File: config.mk
export PLATFORM = sky130hd
export DESIGN_NAME = sha256_stream_hasher_top_flat
export DESIGN_NICKNAME = d
export VERILOG_FILES = /design/src/design/shs_pkg.sv /design/src/design/shs_in_if.sv /design/src/design/shs_out_if.sv /design/src/design/sha256_stream_hasher_top.sv /design/src/design/shs_compress.sv /design/src/flat_wrapper.sv
export VERILOG_INCLUDE_DIRS = /design/src /design/src/design
export SDC_FILE = /design/constraint.sdc
export NUM_CORES = 2
export LEC_CHECK = 0
export BUFFER_PORTS_ARGS = -buffer_cell sky130_fd_sc_hd__buf_2
export CAP_MARGIN = 10
export CORE_MARGIN = 1.5
export CORE_UTILIZATION = 50
export DETAILED_ROUTE_END_ITERATION = 12
export GPL_TIMING_DRIVEN = 0
export PLACE_DENSITY_LB_ADDON = 0.15
export SYNTH_ARGS = -nofsm -noshare
export SYNTH_HDL_FRONTEND = slang
export SYNTH_SLANG_ARGS = --single-unit
File: constraint.sdc
create_clock -name i_clk -period 25.3 [get_ports i_clk]
set_clock_uncertainty 0.05 [all_clocks]
set_input_delay 7.59 -clock i_clk [delete_from_list [all_inputs] [get_ports i_clk]]
set_output_delay 7.59 -clock i_clk [all_outputs]
set_load 0.005 [all_outputs]
File: src/design/sha256_stream_hasher_top_assert.svh
// assertion macros for the sha-256 stream hasher
// expects i_clk and i_rst_n in the scope of use
`ifndef SHA256_STREAM_HASHER_TOP_ASSERT_SVH
`define SHA256_STREAM_HASHER_TOP_ASSERT_SVH

// consequent checked in the same cycle
`define SHS_ASSERT_NOW(label, ante, cons, msg) \
    label: assert property (@(posedge i_clk) disable iff (!i_rst_n) (ante) |-> (cons)) \
        else $error(msg);

// consequent checked in the cycle after the antecedent
`define SHS_ASSERT_NEXT(label, ante, cons, msg) \
    label: assert property (@(posedge i_clk) disable iff (!i_rst_n) (ante) |=> (cons)) \
        else $error(msg);

`endif

File: src/design/shs_pkg.sv
// shared types, constants and round functions of the sha-256 stream hasher
// no dependencies
`timescale 1ns / 1ps

package shs_pkg;

    typedef logic [31:0] t_word;
    typedef logic [7:0][31:0] t_vars;
    typedef logic [15:0][31:0] t_sched;

    localparam logic OP_ABSORB = 1'b0;
    localparam logic OP_FINISH = 1'b1;

    localparam logic [7:0] PAD_BYTE = 8'h80;

    // controls from the sequencer to the compression datapath
    typedef struct packed {
        logic       load_w;
        logic       load_v;
        logic       round;
        logic [5:0] rnd_idx;
    } t_cmp_ctrl;

    localparam t_word K_TABLE [64] = '{
        32'h428a2f98, 32'h71374491, 32'hb5c0fbcf, 32'he9b5dba5,
        32'h3956c25b, 32'h59f111f1, 32'h923f82a4, 32'hab1c5ed5,
        32'hd807aa98, 32'h12835b01, 32'h243185be, 32'h550c7dc3,
        32'h72be5d74, 32'h80deb1fe, 32'h9bdc06a7, 32'hc19bf174,
        32'he49b69c1, 32'hefbe4786, 32'h0fc19dc6, 32'h240ca1cc,
        32'h2de92c6f, 32'h4a7484aa, 32'h5cb0a9dc, 32'h76f988da,
        32'h983e5152, 32'ha831c66d, 32'hb00327c8, 32'hbf597fc7,
        32'hc6e00bf3, 32'hd5a79147, 32'h06ca6351, 32'h14292967,
        32'h27b70a85, 32'h2e1b2138, 32'h4d2c6dfc, 32'h53380d13,
        32'h650a7354, 32'h766a0abb, 32'h81c2c92e, 32'h92722c85,
        32'ha2bfe8a1, 32'ha81a664b, 32'hc24b8b70, 32'hc76c51a3,
        32'hd192e819, 32'hd6990624, 32'hf40e3585, 32'h106aa070,
        32'h19a4c116, 32'h1e376c08, 32'h2748774c, 32'h34b0bcb5,
        32'h391c0cb3, 32'h4ed8aa4a, 32'h5b9cca4f, 32'h682e6ff3,
        32'h748f82ee, 32'h78a5636f, 32'h84c87814, 32'h8cc70208,
        32'h90befffa, 32'ha4506ceb, 32'hbef9a3f7, 32'hc67178f2
    };

    localparam t_word INIT_H [8] = '{
        32'h6a09e667, 32'hbb67ae85, 32'h3c6ef372, 32'ha54ff53a,
        32'h510e527f, 32'h9b05688c, 32'h1f83d9ab, 32'h5be0cd19
    };

    function automatic t_word rotr(input t_word x, input int n);
        return (x >> n) | (x << (32 - n));
    endfunction

    function automatic t_word big_sigma0(input t_word x);
        return rotr(x, 2) ^ rotr(x, 13) ^ rotr(x, 22);
    endfunction

    function automatic t_word big_sigma1(input t_word x);
        return rotr(x, 6) ^ rotr(x, 11) ^ rotr(x, 25);
    endfunction

    function automatic t_word small_sigma0(input t_word x);
        return rotr(x, 7) ^ rotr(x, 18) ^ (x >> 3);
    endfunction

    function automatic t_word small_sigma1(input t_word x);
        return rotr(x, 17) ^ rotr(x, 19) ^ (x >> 10);
    endfunction

endpackage

File: src/design/shs_in_if.sv
// input channel of the sha-256 stream hasher: operation and message byte
// depends on nothing
`timescale 1ns / 1ps

interface shs_in_if;
    logic       valid;
    logic       ready;
    logic       operation;
    logic [7:0] data_byte;

    modport source (output valid, output operation, output data_byte, input ready);
    modport sink   (input valid, input operation, input data_byte, output ready);
endinterface

File: src/design/shs_out_if.sv
// output channel of the sha-256 stream hasher: one digest word per transaction
// depends on nothing
`timescale 1ns / 1ps

interface shs_out_if;
    logic        valid;
    logic        ready;
    logic [31:0] digest_word;
    logic [2:0]  word_index;
    logic        last_word;

    modport source (output valid, output digest_word, output word_index, output last_word,
                    input ready);
    modport sink   (input valid, input digest_word, input word_index, input last_word,
                    output ready);
endinterface

File: src/design/sha256_stream_hasher_top.sv
// sha-256 stream hasher top level: sequencer, block and chaining memories
// depends on shs_pkg, shs_in_if, shs_out_if, shs_compress and the assertion header
//
//  channel | dir | payload                               | transaction
//  --------+-----+---------------------------------------+-------------------------
//  i_msg   | in  | operation, data_byte                  | valid & ready at clk edge
//  o_dig   | out | digest_word, word_index, last_word    | valid & ready at clk edge
//
// an absorb is taken while idle; the byte that completes a block starts a compression
// that holds i_msg.ready low through the load, the 64 rounds and the fold-back
// a finish runs one or two such compressions (two when 56 or more bytes pending),
// then sends eight words, each through a read and a write state, waiting while o_dig.ready is low
// the round loop of one round per clock sets the rate
// i_rst_n is synchronous; chaining words read as the initial hash until rewritten
`timescale 1ns / 1ps
`include "sha256_stream_hasher_top_assert.svh"

module sha256_stream_hasher_top (
    input  logic      i_clk,
    input  logic      i_rst_n,
    shs_in_if.sink    i_msg,
    shs_out_if.source o_dig
);
    import shs_pkg::*;

    typedef enum logic [2:0] {
        ST_IDLE,
        ST_LOAD,
        ST_ROUND,
        ST_FIN,
        ST_EMIT_RD,
        ST_EMIT_WR
    } t_state;

    // what the load phase feeds into the schedule window
    typedef enum logic [1:0] {
        KIND_DATA,   // a full block of message bytes
        KIND_PAD,    // pending bytes, the 0x80 marker, zeros, maybe the length
        KIND_TAIL    // zeros and the length only
    } t_kind;

    t_state r_state;
    t_kind  r_kind;
    logic [5:0]  r_cnt;
    logic [5:0]  r_fill;
    logic [63:0] r_len;
    logic [2:0]  r_idx;
    logic        r_pad_len;
    logic        r_out_valid;

    // payload registers
    logic [23:0] r_acc;
    t_word       r_pad_word;
    logic [3:0]  r_pad_idx;
    t_word       r_out_word;
    logic [2:0]  r_out_index;
    logic        r_out_last;

    // block buffer: sixteen big-endian words
    t_word r_blk_mem [16];
    t_word r_blk_rd;

    // chaining words with a valid bit per entry
    t_word      r_chn_mem [8];
    logic [7:0] r_chn_vld;
    t_word      r_chn_rd;
    logic       r_chn_rd_vld;
    logic [2:0] r_chn_raddr;

    logic       in_acc;
    logic       absorb_acc;
    logic       finish_acc;
    logic       out_free;
    logic       blk_rd_en;
    logic       chn_rd_en;
    logic [2:0] chn_raddr;
    logic       chn_wr_en;
    logic [2:0] chn_waddr;
    t_word      chn_wdata;
    t_word      chn_eff;
    logic       chn_clear;
    logic [3:0] ld_idx;
    t_word      ld_word;
    t_word      pad_word;
    t_cmp_ctrl  cmp_ctrl;
    t_vars      cmp_vars;

    // handshakes
    assign i_msg.ready = i_rst_n && (r_state == ST_IDLE);
    assign in_acc      = i_msg.valid && i_msg.ready;
    assign absorb_acc  = in_acc && (i_msg.operation == OP_ABSORB);
    assign finish_acc  = in_acc && (i_msg.operation == OP_FINISH);
    assign out_free    = !r_out_valid || o_dig.ready;

    assign o_dig.valid       = r_out_valid;
    assign o_dig.digest_word = r_out_word;
    assign o_dig.word_index  = r_out_index;
    assign o_dig.last_word   = r_out_last;

    // last partial word with the marker byte appended behind the pending bytes
    always_comb begin
        unique case (r_fill[1:0])
            2'd0: pad_word = {PAD_BYTE, 24'd0};
            2'd1: pad_word = {r_acc[7:0], PAD_BYTE, 16'd0};
            2'd2: pad_word = {r_acc[15:0], PAD_BYTE, 8'd0};
            2'd3: pad_word = {r_acc[23:0], PAD_BYTE};
            default: pad_word = '0;
        endcase
    end

    // block buffer: a word is written once its fourth byte arrives
    assign blk_rd_en = (r_state == ST_LOAD) && (r_cnt < 6'd16);

    always_ff @(posedge i_clk) begin
        if (absorb_acc && (r_fill[1:0] == 2'b11)) begin
            r_blk_mem[r_fill[5:2]] <= {r_acc, i_msg.data_byte};
        end
        if (blk_rd_en) begin
            r_blk_rd <= r_blk_mem[r_cnt[3:0]];
        end
    end

    // chaining memory: read during load, fold-back and emit, written in fold-back
    assign chn_rd_en = (((r_state == ST_LOAD) || (r_state == ST_FIN)) && (r_cnt < 6'd8))
                       || (r_state == ST_EMIT_RD);
    assign chn_raddr = (r_state == ST_EMIT_RD) ? r_idx : r_cnt[2:0];
    assign chn_eff   = r_chn_rd_vld ? r_chn_rd : INIT_H[r_chn_raddr];
    // write lags the read by one entry, so the two never meet
    assign chn_wr_en = (r_state == ST_FIN) && (r_cnt != 6'd0);
    assign chn_waddr = r_cnt[2:0] - 3'd1;
    assign chn_wdata = chn_eff + cmp_vars[chn_waddr];
    assign chn_clear = (r_state == ST_EMIT_WR) && out_free && (r_idx == 3'd7);

    always_ff @(posedge i_clk) begin
        if (chn_rd_en) begin
            r_chn_rd     <= r_chn_mem[chn_raddr];
            r_chn_rd_vld <= r_chn_vld[chn_raddr];
            r_chn_raddr  <= chn_raddr;
        end
        if (chn_wr_en) begin
            r_chn_mem[chn_waddr] <= chn_wdata;
        end
    end

    always_ff @(posedge i_clk) begin
        if (!i_rst_n) begin
            r_chn_vld <= '0;
        end else if (chn_clear) begin
            r_chn_vld <= '0;
        end else if (chn_wr_en) begin
            r_chn_vld[chn_waddr] <= 1'b1;
        end
    end

    // word going into the schedule window, in the cycle after its read
    assign ld_idx = r_cnt[3:0] - 4'd1;

    always_comb begin
        ld_word = '0;
        unique case (r_kind)
            KIND_DATA: ld_word = r_blk_rd;
            KIND_PAD: begin
                if (ld_idx < r_pad_idx) begin
                    ld_word = r_blk_rd;
                end else if (ld_idx == r_pad_idx) begin
                    ld_word = r_pad_word;
                end else if (r_pad_len && (ld_idx == 4'd14)) begin
                    ld_word = r_len[63:32];
                end else if (r_pad_len && (ld_idx == 4'd15)) begin
                    ld_word = r_len[31:0];
                end
            end
            KIND_TAIL: begin
                if (ld_idx == 4'd14) begin
                    ld_word = r_len[63:32];
                end else if (ld_idx == 4'd15) begin
                    ld_word = r_len[31:0];
                end
            end
            default: ld_word = '0;
        endcase
    end

    always_comb begin
        cmp_ctrl.load_w  = (r_state == ST_LOAD) && (r_cnt != 6'd0);
        cmp_ctrl.load_v  = (r_state == ST_LOAD) && (r_cnt != 6'd0) && (r_cnt <= 6'd8);
        cmp_ctrl.round   = (r_state == ST_ROUND);
        cmp_ctrl.rnd_idx = r_cnt;
    end

    shs_compress u_compress (
        .i_clk  (i_clk),
        .i_ctrl (cmp_ctrl),
        .i_word (ld_word),
        .i_var  (chn_eff),
        .o_vars (cmp_vars)
    );

    // payload captures
    always_ff @(posedge i_clk) begin
        if (absorb_acc) begin
            r_acc <= {r_acc[15:0], i_msg.data_byte};
        end
        if (finish_acc) begin
            r_pad_word <= pad_word;
            r_pad_idx  <= r_fill[5:2];
        end
    end

    // sequencer
    always_ff @(posedge i_clk) begin
        if (!i_rst_n) begin
            r_state     <= ST_IDLE;
            r_kind      <= KIND_DATA;
            r_cnt       <= '0;
            r_fill      <= '0;
            r_len       <= '0;
            r_idx       <= '0;
            r_pad_len   <= 1'b0;
            r_out_valid <= 1'b0;
        end else begin
            // a new word takes the slot, otherwise a taken word frees it
            if ((r_state == ST_EMIT_WR) && out_free) begin
                r_out_valid <= 1'b1;
            end else if (o_dig.ready) begin
                r_out_valid <= 1'b0;
            end
            unique case (r_state)
                ST_IDLE: begin
                    if (absorb_acc) begin
                        r_fill <= r_fill + 6'd1;
                        if (r_fill == 6'd63) begin
                            r_len   <= r_len + 64'd512;
                            r_kind  <= KIND_DATA;
                            r_state <= ST_LOAD;
                        end
                    end else if (finish_acc) begin
                        // length of the whole message, pending bytes included
                        r_len     <= r_len + {55'd0, r_fill, 3'd0};
                        r_fill    <= '0;
                        r_kind    <= KIND_PAD;
                        r_pad_len <= (r_fill[5:3] != 3'b111);
                        r_state   <= ST_LOAD;
                    end
                end
                ST_LOAD: begin
                    if (r_cnt == 6'd16) begin
                        r_cnt   <= '0;
                        r_state <= ST_ROUND;
                    end else begin
                        r_cnt <= r_cnt + 6'd1;
                    end
                end
                ST_ROUND: begin
                    if (r_cnt == 6'd63) begin
                        r_cnt   <= '0;
                        r_state <= ST_FIN;
                    end else begin
                        r_cnt <= r_cnt + 6'd1;
                    end
                end
                ST_FIN: begin
                    if (r_cnt == 6'd8) begin
                        r_cnt <= '0;
                        if (r_kind == KIND_DATA) begin
                            r_state <= ST_IDLE;
                        end else if ((r_kind == KIND_PAD) && !r_pad_len) begin
                            // length did not fit, one more block of zeros and length
                            r_kind  <= KIND_TAIL;
                            r_state <= ST_LOAD;
                        end else begin
                            r_state <= ST_EMIT_RD;
                        end
                    end else begin
                        r_cnt <= r_cnt + 6'd1;
                    end
                end
                ST_EMIT_RD: begin
                    r_state <= ST_EMIT_WR;
                end
                ST_EMIT_WR: begin
                    if (out_free) begin
                        r_out_word  <= chn_eff;
                        r_out_index <= r_idx;
                        r_out_last  <= (r_idx == 3'd7);
                        if (r_idx == 3'd7) begin
                            r_idx   <= '0;
                            r_len   <= '0;
                            r_state <= ST_IDLE;
                        end else begin
                            r_idx   <= r_idx + 3'd1;
                            r_state <= ST_EMIT_RD;
                        end
                    end
                end
                default: r_state <= ST_IDLE;
            endcase
        end
    end

    // checks
    `SHS_ASSERT_NOW(a_last_is_seven, o_dig.valid && o_dig.last_word, o_dig.word_index == 3'd7, "last word not at index seven")
    `SHS_ASSERT_NEXT(a_full_block_loads, absorb_acc && (r_fill == 6'd63), (r_state == ST_LOAD) && (r_fill == 6'd0), "full block did not start a compression")
    `SHS_ASSERT_NEXT(a_rounds_to_fold, (r_state == ST_ROUND) && (r_cnt == 6'd63), (r_state == ST_FIN) && (r_cnt == 6'd0), "round loop did not end in fold-back")
    `SHS_ASSERT_NEXT(a_digest_resets_chain, chn_clear, (r_chn_vld == 8'd0) && (r_state == ST_IDLE) && (r_len == 64'd0), "chaining state not back to initial after digest")

endmodule

File: src/design/shs_compress.sv
// sha-256 compression datapath: 16-word schedule window and working variables
// depends on shs_pkg
`timescale 1ns / 1ps

module shs_compress (
    input  logic              i_clk,
    input  shs_pkg::t_cmp_ctrl i_ctrl,
    input  shs_pkg::t_word    i_word,
    input  shs_pkg::t_word    i_var,
    output shs_pkg::t_vars    o_vars
);
    import shs_pkg::*;

    t_sched r_w;
    t_sched n_w;
    t_vars  r_v;
    t_vars  n_v;
    t_word  w_new;
    t_word  ch;
    t_word  maj;
    t_word  t1;
    t_word  t2;

    always_comb begin
        // r_w[k] holds schedule word t+k during round t
        w_new = small_sigma1(r_w[14]) + r_w[9] + small_sigma0(r_w[1]) + r_w[0];
        ch    = (r_v[4] & r_v[5]) ^ (~r_v[4] & r_v[6]);
        maj   = (r_v[0] & r_v[1]) ^ (r_v[0] & r_v[2]) ^ (r_v[1] & r_v[2]);
        t1    = r_v[7] + big_sigma1(r_v[4]) + ch + K_TABLE[i_ctrl.rnd_idx] + r_w[0];
        t2    = big_sigma0(r_v[0]) + maj;

        n_w = r_w;
        if (i_ctrl.load_w) begin
            n_w = {i_word, r_w[15:1]};
        end else if (i_ctrl.round) begin
            n_w = {w_new, r_w[15:1]};
        end

        n_v = r_v;
        if (i_ctrl.load_v) begin
            n_v = {i_var, r_v[7:1]};
        end else if (i_ctrl.round) begin
            n_v[7] = r_v[6];
            n_v[6] = r_v[5];
            n_v[5] = r_v[4];
            n_v[4] = r_v[3] + t1;
            n_v[3] = r_v[2];
            n_v[2] = r_v[1];
            n_v[1] = r_v[0];
            n_v[0] = t1 + t2;
        end
    end

    always_ff @(posedge i_clk) begin
        r_w <= n_w;
        r_v <= n_v;
    end

    assign o_vars = r_v;

endmodule
File: src/flat_wrapper.sv
// flat-port wrapper written by rule: the top's interface ports become plain ports
module sha256_stream_hasher_top_flat import shs_pkg::*;
  (i_clk, i_rst_n, i_msg_valid, i_msg_operation, i_msg_data_byte, i_msg_ready, o_dig_valid, o_dig_digest_word, o_dig_word_index, o_dig_last_word, o_dig_ready);
  shs_in_if i_msg_i ();
  shs_out_if o_dig_i ();
  input  logic i_clk;
  input  logic i_rst_n;
  input wire logic [$bits(i_msg_i.valid)-1:0] i_msg_valid;
  input wire logic [$bits(i_msg_i.operation)-1:0] i_msg_operation;
  input wire logic [$bits(i_msg_i.data_byte)-1:0] i_msg_data_byte;
  output wire logic [$bits(i_msg_i.ready)-1:0] i_msg_ready;
  output wire logic [$bits(o_dig_i.valid)-1:0] o_dig_valid;
  output wire logic [$bits(o_dig_i.digest_word)-1:0] o_dig_digest_word;
  output wire logic [$bits(o_dig_i.word_index)-1:0] o_dig_word_index;
  output wire logic [$bits(o_dig_i.last_word)-1:0] o_dig_last_word;
  input wire logic [$bits(o_dig_i.ready)-1:0] o_dig_ready;
  assign i_msg_i.valid = i_msg_valid;
  assign i_msg_i.operation = i_msg_operation;
  assign i_msg_i.data_byte = i_msg_data_byte;
  assign i_msg_ready = i_msg_i.ready;
  assign o_dig_valid = o_dig_i.valid;
  assign o_dig_digest_word = o_dig_i.digest_word;
  assign o_dig_word_index = o_dig_i.word_index;
  assign o_dig_last_word = o_dig_i.last_word;
  assign o_dig_i.ready = o_dig_ready;
  sha256_stream_hasher_top u_core (.i_clk(i_clk), .i_rst_n(i_rst_n), .i_msg(i_msg_i), .o_dig(o_dig_i));
endmodule
* Yosys cells after proc, flatten, opt, wreduce, memory -nomap -nowiden
Memories as Yosys holds them, arrays and structs flattened. A register that Yosys moved wholly into a read port is not among the register bits.
Index checks and enable logic that the tools add are counted.
** Word-level totals
- Register bits :: 962
- Bits in writable memories :: 768
- Bits in read-only memories :: 2304
- Output and inout bits :: 38
- Word-level logic and storage cells :: 234
- Memories kept :: 4
** Memory list
- (name not given) :: words 64, width 32, rd ports 1, clocked after memory_dff 0, wr ports 0, line shs_compress.sv:29 : t1 = r_v[7] + big_sigma1(r_v[4]) + ch + K_TABLE[i_ctrl.rnd_idx] + r_w[0];
- u_core.r_blk_mem :: words 16, width 32, rd ports 1, clocked after memory_dff 1, wr ports 1, line sha256_stream_hasher_top.sv:60 : t_word r_blk_mem [16];
- (name not given) :: words 8, width 32, rd ports 1, clocked after memory_dff 0, wr ports 0, line sha256_stream_hasher_top.sv:127 : assign chn_eff = r_chn_rd_vld ? r_chn_rd : INIT_H[r_chn_raddr];
- u_core.r_chn_mem :: words 8, width 32, rd ports 1, clocked after memory_dff 1, wr ports 1, line sha256_stream_hasher_top.sv:64 : t_word r_chn_mem [8];
** Operators by class
- Add/sub/neg operators :: 18
- Magnitude comparators :: 9
- Equality and inequality tests :: 28
- Mux-type cells :: 61
- Bitwise logic cells :: 33
- Reduce and logical (&&, ||, !) cells :: 40
** Operator list (count)
- 512-bit two-way mux :: 2
- 256-bit two-way mux :: 2
- 32-bit two-way mux :: 12
- 32-bit adder :: 11
- 64-bit two-way mux :: 5
- 32-bit bitwise XOR :: 9
- 32-bit bitwise AND :: 5
- 32-bit one-hot mux with 4 select lines :: 1
- 64-bit one-hot mux with 2 select lines :: 1
- 32-bit binary-select mux with 3-bit select :: 1
- 32-bit one-hot mux with 3 select lines :: 1
- 64-bit by 10-bit adder with 64-bit output, second input constant :: 1
- 64-bit by 9-bit adder with 64-bit output :: 1
- 3-bit two-way mux :: 12
- 32-bit NOT :: 1
- 10-bit by 32-bit bitwise OR with 32-bit output :: 1
- 13-bit by 32-bit bitwise OR with 32-bit output :: 1
- 14-bit by 32-bit bitwise OR with 32-bit output :: 1
- 15-bit by 32-bit bitwise OR with 32-bit output :: 1
- 19-bit by 32-bit bitwise OR with 32-bit output :: 1
- 21-bit by 32-bit bitwise OR with 32-bit output :: 1
- 25-bit by 32-bit bitwise OR with 32-bit output :: 1
- 26-bit by 32-bit bitwise OR with 32-bit output :: 1
- 30-bit by 32-bit bitwise OR with 32-bit output :: 1
- 54 further kinds :: 115

* Longest topological paths before layout
- Word-level depth :: 10
- Mapped depth :: 36
- Depth with buffers taken out :: 32

* Modules after synthesis
Synthesis repeated with hierarchy kept, for this count alone.
** Second synthesis, totals
- Cells, all modules :: 6310
- Area total of the unflattened synthesis :: 86155.1 um2
** Modules (own cells, without submodules)
- sha256_stream_hasher_top :: times used 1, cells each 3010, area each 43456.7 um2, seq. area each 29598.4 um2
- shs_compress :: times used 1, cells each 3300, area each 42698.5 um2, seq. area each 23062.1 um2

* Worst setup path after synthesis
No wires, ideal clock.
- Kind :: in2out
- From :: input port i_rst_n
- To :: output port i_msg_ready
- Data arrival time :: 7.729 ns
- Data required time :: 17.660 ns
- Path slack :: 9.931 ns
- Stages :: 1
- Path buffers :: 0
- Cells stage by stage :: and2_4
** Between the ends
- Longest elaborated chain between the ends :: 1
** Ends and longest elaborated chain
- from (decl) :: line flat_wrapper.sv:7 : input logic i_rst_n;
- 1-bit logical AND :: line sha256_stream_hasher_top.sv:89 : assign i_msg.ready = i_rst_n && (r_state == ST_IDLE);
- to (decl) :: line flat_wrapper.sv:11 : output wire logic [$bits(i_msg_i.ready)-1:0] i_msg_ready;
No other way between the ends.

* Final worst setup path
Ends and elaborated chain as after synthesis.

==> flow_metrics.env <==
export IMPL_gp_congestion=0.989
export IMPL_cp_end_kind="output pin"
export IMPL_rsz0062_at_grt="false"
export IMPL_slowest_delay_ns=0.20
export IMPL_port_buffers=50
export IMPL_maxCapViolations=0
export IMPL_critPathKind="input pin to output pin"
export IMPL_ys_seq_elements=1784
export IMPL_async_flop_share=0
export IMPL_cts_htree_levels=4
export IMPL_r2r_end="u_core.u_compress.o_vars[30]"
export IMPL_synth_top_area_cell="edfxtp_1"
export IMPL_final_common_cell="edfxtp_1"
export IMPL_cts_root_buf="clkbuf_16"
export IMPL_hold_path_class="register to register"
export IMPL_synth_avg_cell_area_um2=13.0
export IMPL_layout_common_cells="edfxtp_1 (1693), nand2_1 (1047), clkbuf_1 (363)"
export IMPL_status="complete, no violations"
export IMPL_vias=57800
export IMPL_path_max_fanout=6
export IMPL_post_drt_wl_per_cell_um=31.3
export IMPL_viasPerCell=6.21
export IMPL_tritoncts="built"
export IMPL_timing_rr_start="u_core.r_cnt[0]"
export IMPL_track_usage=0.332
export IMPL_die_area_mm2=0.174
export IMPL_netlist_instances=6627
export IMPL_fin_crit_ns=15.71
export IMPL_ys_seq_area_frac=0.612
export IMPL_overflow=0
export IMPL_synth_net_count=7027
export IMPL_cts_setup_buffers=0
export IMPL_cts_resized=0
export IMPL_hpwl_mm=213
export IMPL_row_count=152
export IMPL_drive_above_1_share=0.0895
export IMPL_synth_top_flop_cell="edfxtp_1"
export IMPL_maxSlewViolCount=0
export IMPL_hold_end="u_core.u_compress.r_w[378]"
export IMPL_clk_pin_slew_ns=0.06
export IMPL_grt_pass1_vias=55100
export IMPL_r2r_cells=31
export IMPL_path_cells="buf_2 > and2_4 > buf_2"
export IMPL_max_slew_margin_rel=0.0903
export IMPL_critPathBufInv=2
export IMPL_core_region_area_mm2=0.171
export IMPL_drtAntennaViolNets=0
export IMPL_grt_pass1_wl_mm=408
export IMPL_critPathMostFrequentCell="buf_2"
export IMPL_antenna_found_initial=13
export IMPL_yosysUniqueCellTypes=89
export IMPL_cp_top_family="buffers and inverters"
export IMPL_hold_viol=0
export IMPL_syn_to_final_growth_pct=11.8
export IMPL_min_from="u_core.u_compress.r_w[410]"
export IMPL_final_nets=7322
export IMPL_fmax_mhz=63.7
export IMPL_arrival_ns=8.07
export IMPL_required_ns=17.66
export IMPL_grt_max_degree=77
export IMPL_synth_top_area_frac=0.591
export IMPL_startpoint_type="input pin"
export IMPL_critPathSlowestCell="and2_4"
export IMPL_die_h_um=418
export IMPL_r2r_slack_ns=13.30
export IMPL_wirelength_mm=291
export IMPL_ios=51
export IMPL_cts_sinks=1784
export IMPL_synth_warnings=0
export IMPL_first_pass_iters=8
export IMPL_die_x_um=418
export IMPL_synth_area_mm2=0.0860
export IMPL_numCtsBuffers=183
export IMPL_finalSetupViolCount=0
export IMPL_setup_tns_final_ns=0
export IMPL_drc_errors=0
export IMPL_worstSkewPairLatency_ns=0.87
export IMPL_whs_path_depth=0
export IMPL_initialDrtViolationCount=8331
export IMPL_synth_area_top_cells="edfxtp_1 (59%), nand2_1 (4.6%), fa_1 (4.4%)"
export IMPL_cts_max_path_buffers=3
export IMPL_synth_edf_count=1693
export IMPL_period_share=0.621
export IMPL_start_util=0.502
export IMPL_cts_hold_buf=0
export IMPL_worst_pin_slew_ns=1.35
## per-stage QoR
| step | worst slack (ns) | utilization | instances | area (um2) | hold slack [ns] |
|---|---|---|---|---|---|
| 6_report | 9.59 | 0.561 | 9301 | 96100 | 0.318 |
| 5_1_grt | 9.57 | 0.561 | 9298 | 96100 | 0.309 |
| 4_1_cts | 9.57 | 0.561 | 9291 | 96000 | 0.316 |
| 3_5_place_dp | 9.57 | 0.527 | 8963 | 90200 | 0.355 |
| 3_3_place_gp | 5.28 | 0.520 | 8910 | 89000 | 0.351 |
| 2_1_floorplan | 9.93 | - | 6627 | 86000 | 0.350 |
## worst register-to-register path, delay by kind of cell, from the launching register on
kind | cells | cell delay, ns
AO/OA/AOI/OAI | 15 | 4.57
buffers and inverters | 7 | 2.88
adder cells (fa/ha/maj) | 5 | 2.28
XOR/XNOR | 1 | 0.96
flip-flops | 1 | 0.58
AND/OR/NAND/NOR | 3 | 0.41
## metal layers
metal  wire [um]  GRT usage  vias up
met5          47          0        -
li1            -          -    25000
met3       28300     0.0801      547
met4       11700      0.121        8
met2      130000      0.500     3050
met1      121000      0.471    29200
## cell type report
type,count,area [um2]
multi-input cells,4218,31100
well taps,2233,2790
inverters,252,948
clock buffers,233,4770
plain buffers,373,1440
repair buffers,110,1300
clock inverters,95,1100
diodes,3,7.51
fillers,14000,75100
flip-flops and latches,1784,52700
## how the worst max path moves through the flow
stage,cells after the start,end,from
final,3,i_msg_ready,i_rst_n
after global routing,3,i_msg_ready,i_rst_n
after CTS,3,i_msg_ready,i_rst_n
after detailed placement,3,i_msg_ready,i_rst_n
after global placement,10,u_core.u_compress.r_w[36],u_core.r_cnt[0]
after floorplan,1,i_msg_ready,i_rst_n
## synth_stat cells (32+ instances only)
cell type and count:
xor2_1 83, edfxtp_1 1693, fa_1 189, o21a_1 35, nand3_1 258, a21oi_1 261
a21o_1 83, nor2_1 281, a31oi_1 39, mux4_2 164, clkbuf_1 314, a22oi_1 174
o21ai_0 287, inv_1 247, nand2_1 1049, a211oi_1 37, nor2b_1 45, buf_1 48
nor3_1 85, and3_1 59, nand4_1 46, dfxtp_1 91, and2_1 35, xnor2_1 338
maj3_1 32, ha_1 198
## kinds of logic after synthesis
family / share of synthesized area
fa+ha+maj: 0.0765
flops: 0.612
mux: 0.0504
simple gates: 0.104
buf+inv: 0.0277
compound gates: 0.0863
xor+xnor: 0.0431
## sequential cells by signal, summed over array words and instances, names as in the netlist, 2 cells and up
register / count
u_core.r_pad_word: 25
u_core.r_acc: 24
u_core.r_kind: 2
u_core.u_compress.o_vars: 256
u_core.r_blk_mem: 512
u_core.o_dig.digest_word: 32
u_core.r_fill: 6
u_core.r_chn_rd: 32
u_core.r_chn_mem: 256
u_core.r_len: 61
u_core.r_blk_rd: 32
u_core.r_chn_vld: 8
u_core.r_state: 3
u_core.r_cnt: 6
u_core.r_idx: 3
u_core.u_compress.r_w: 512
u_core.r_pad_idx: 4
u_core.o_dig.word_index: 3
u_core.r_chn_raddr: 3
Power is left out: the tool's default activity adds up to more than one toggle a clock period on the data nets, which glitch-free logic cannot reach.
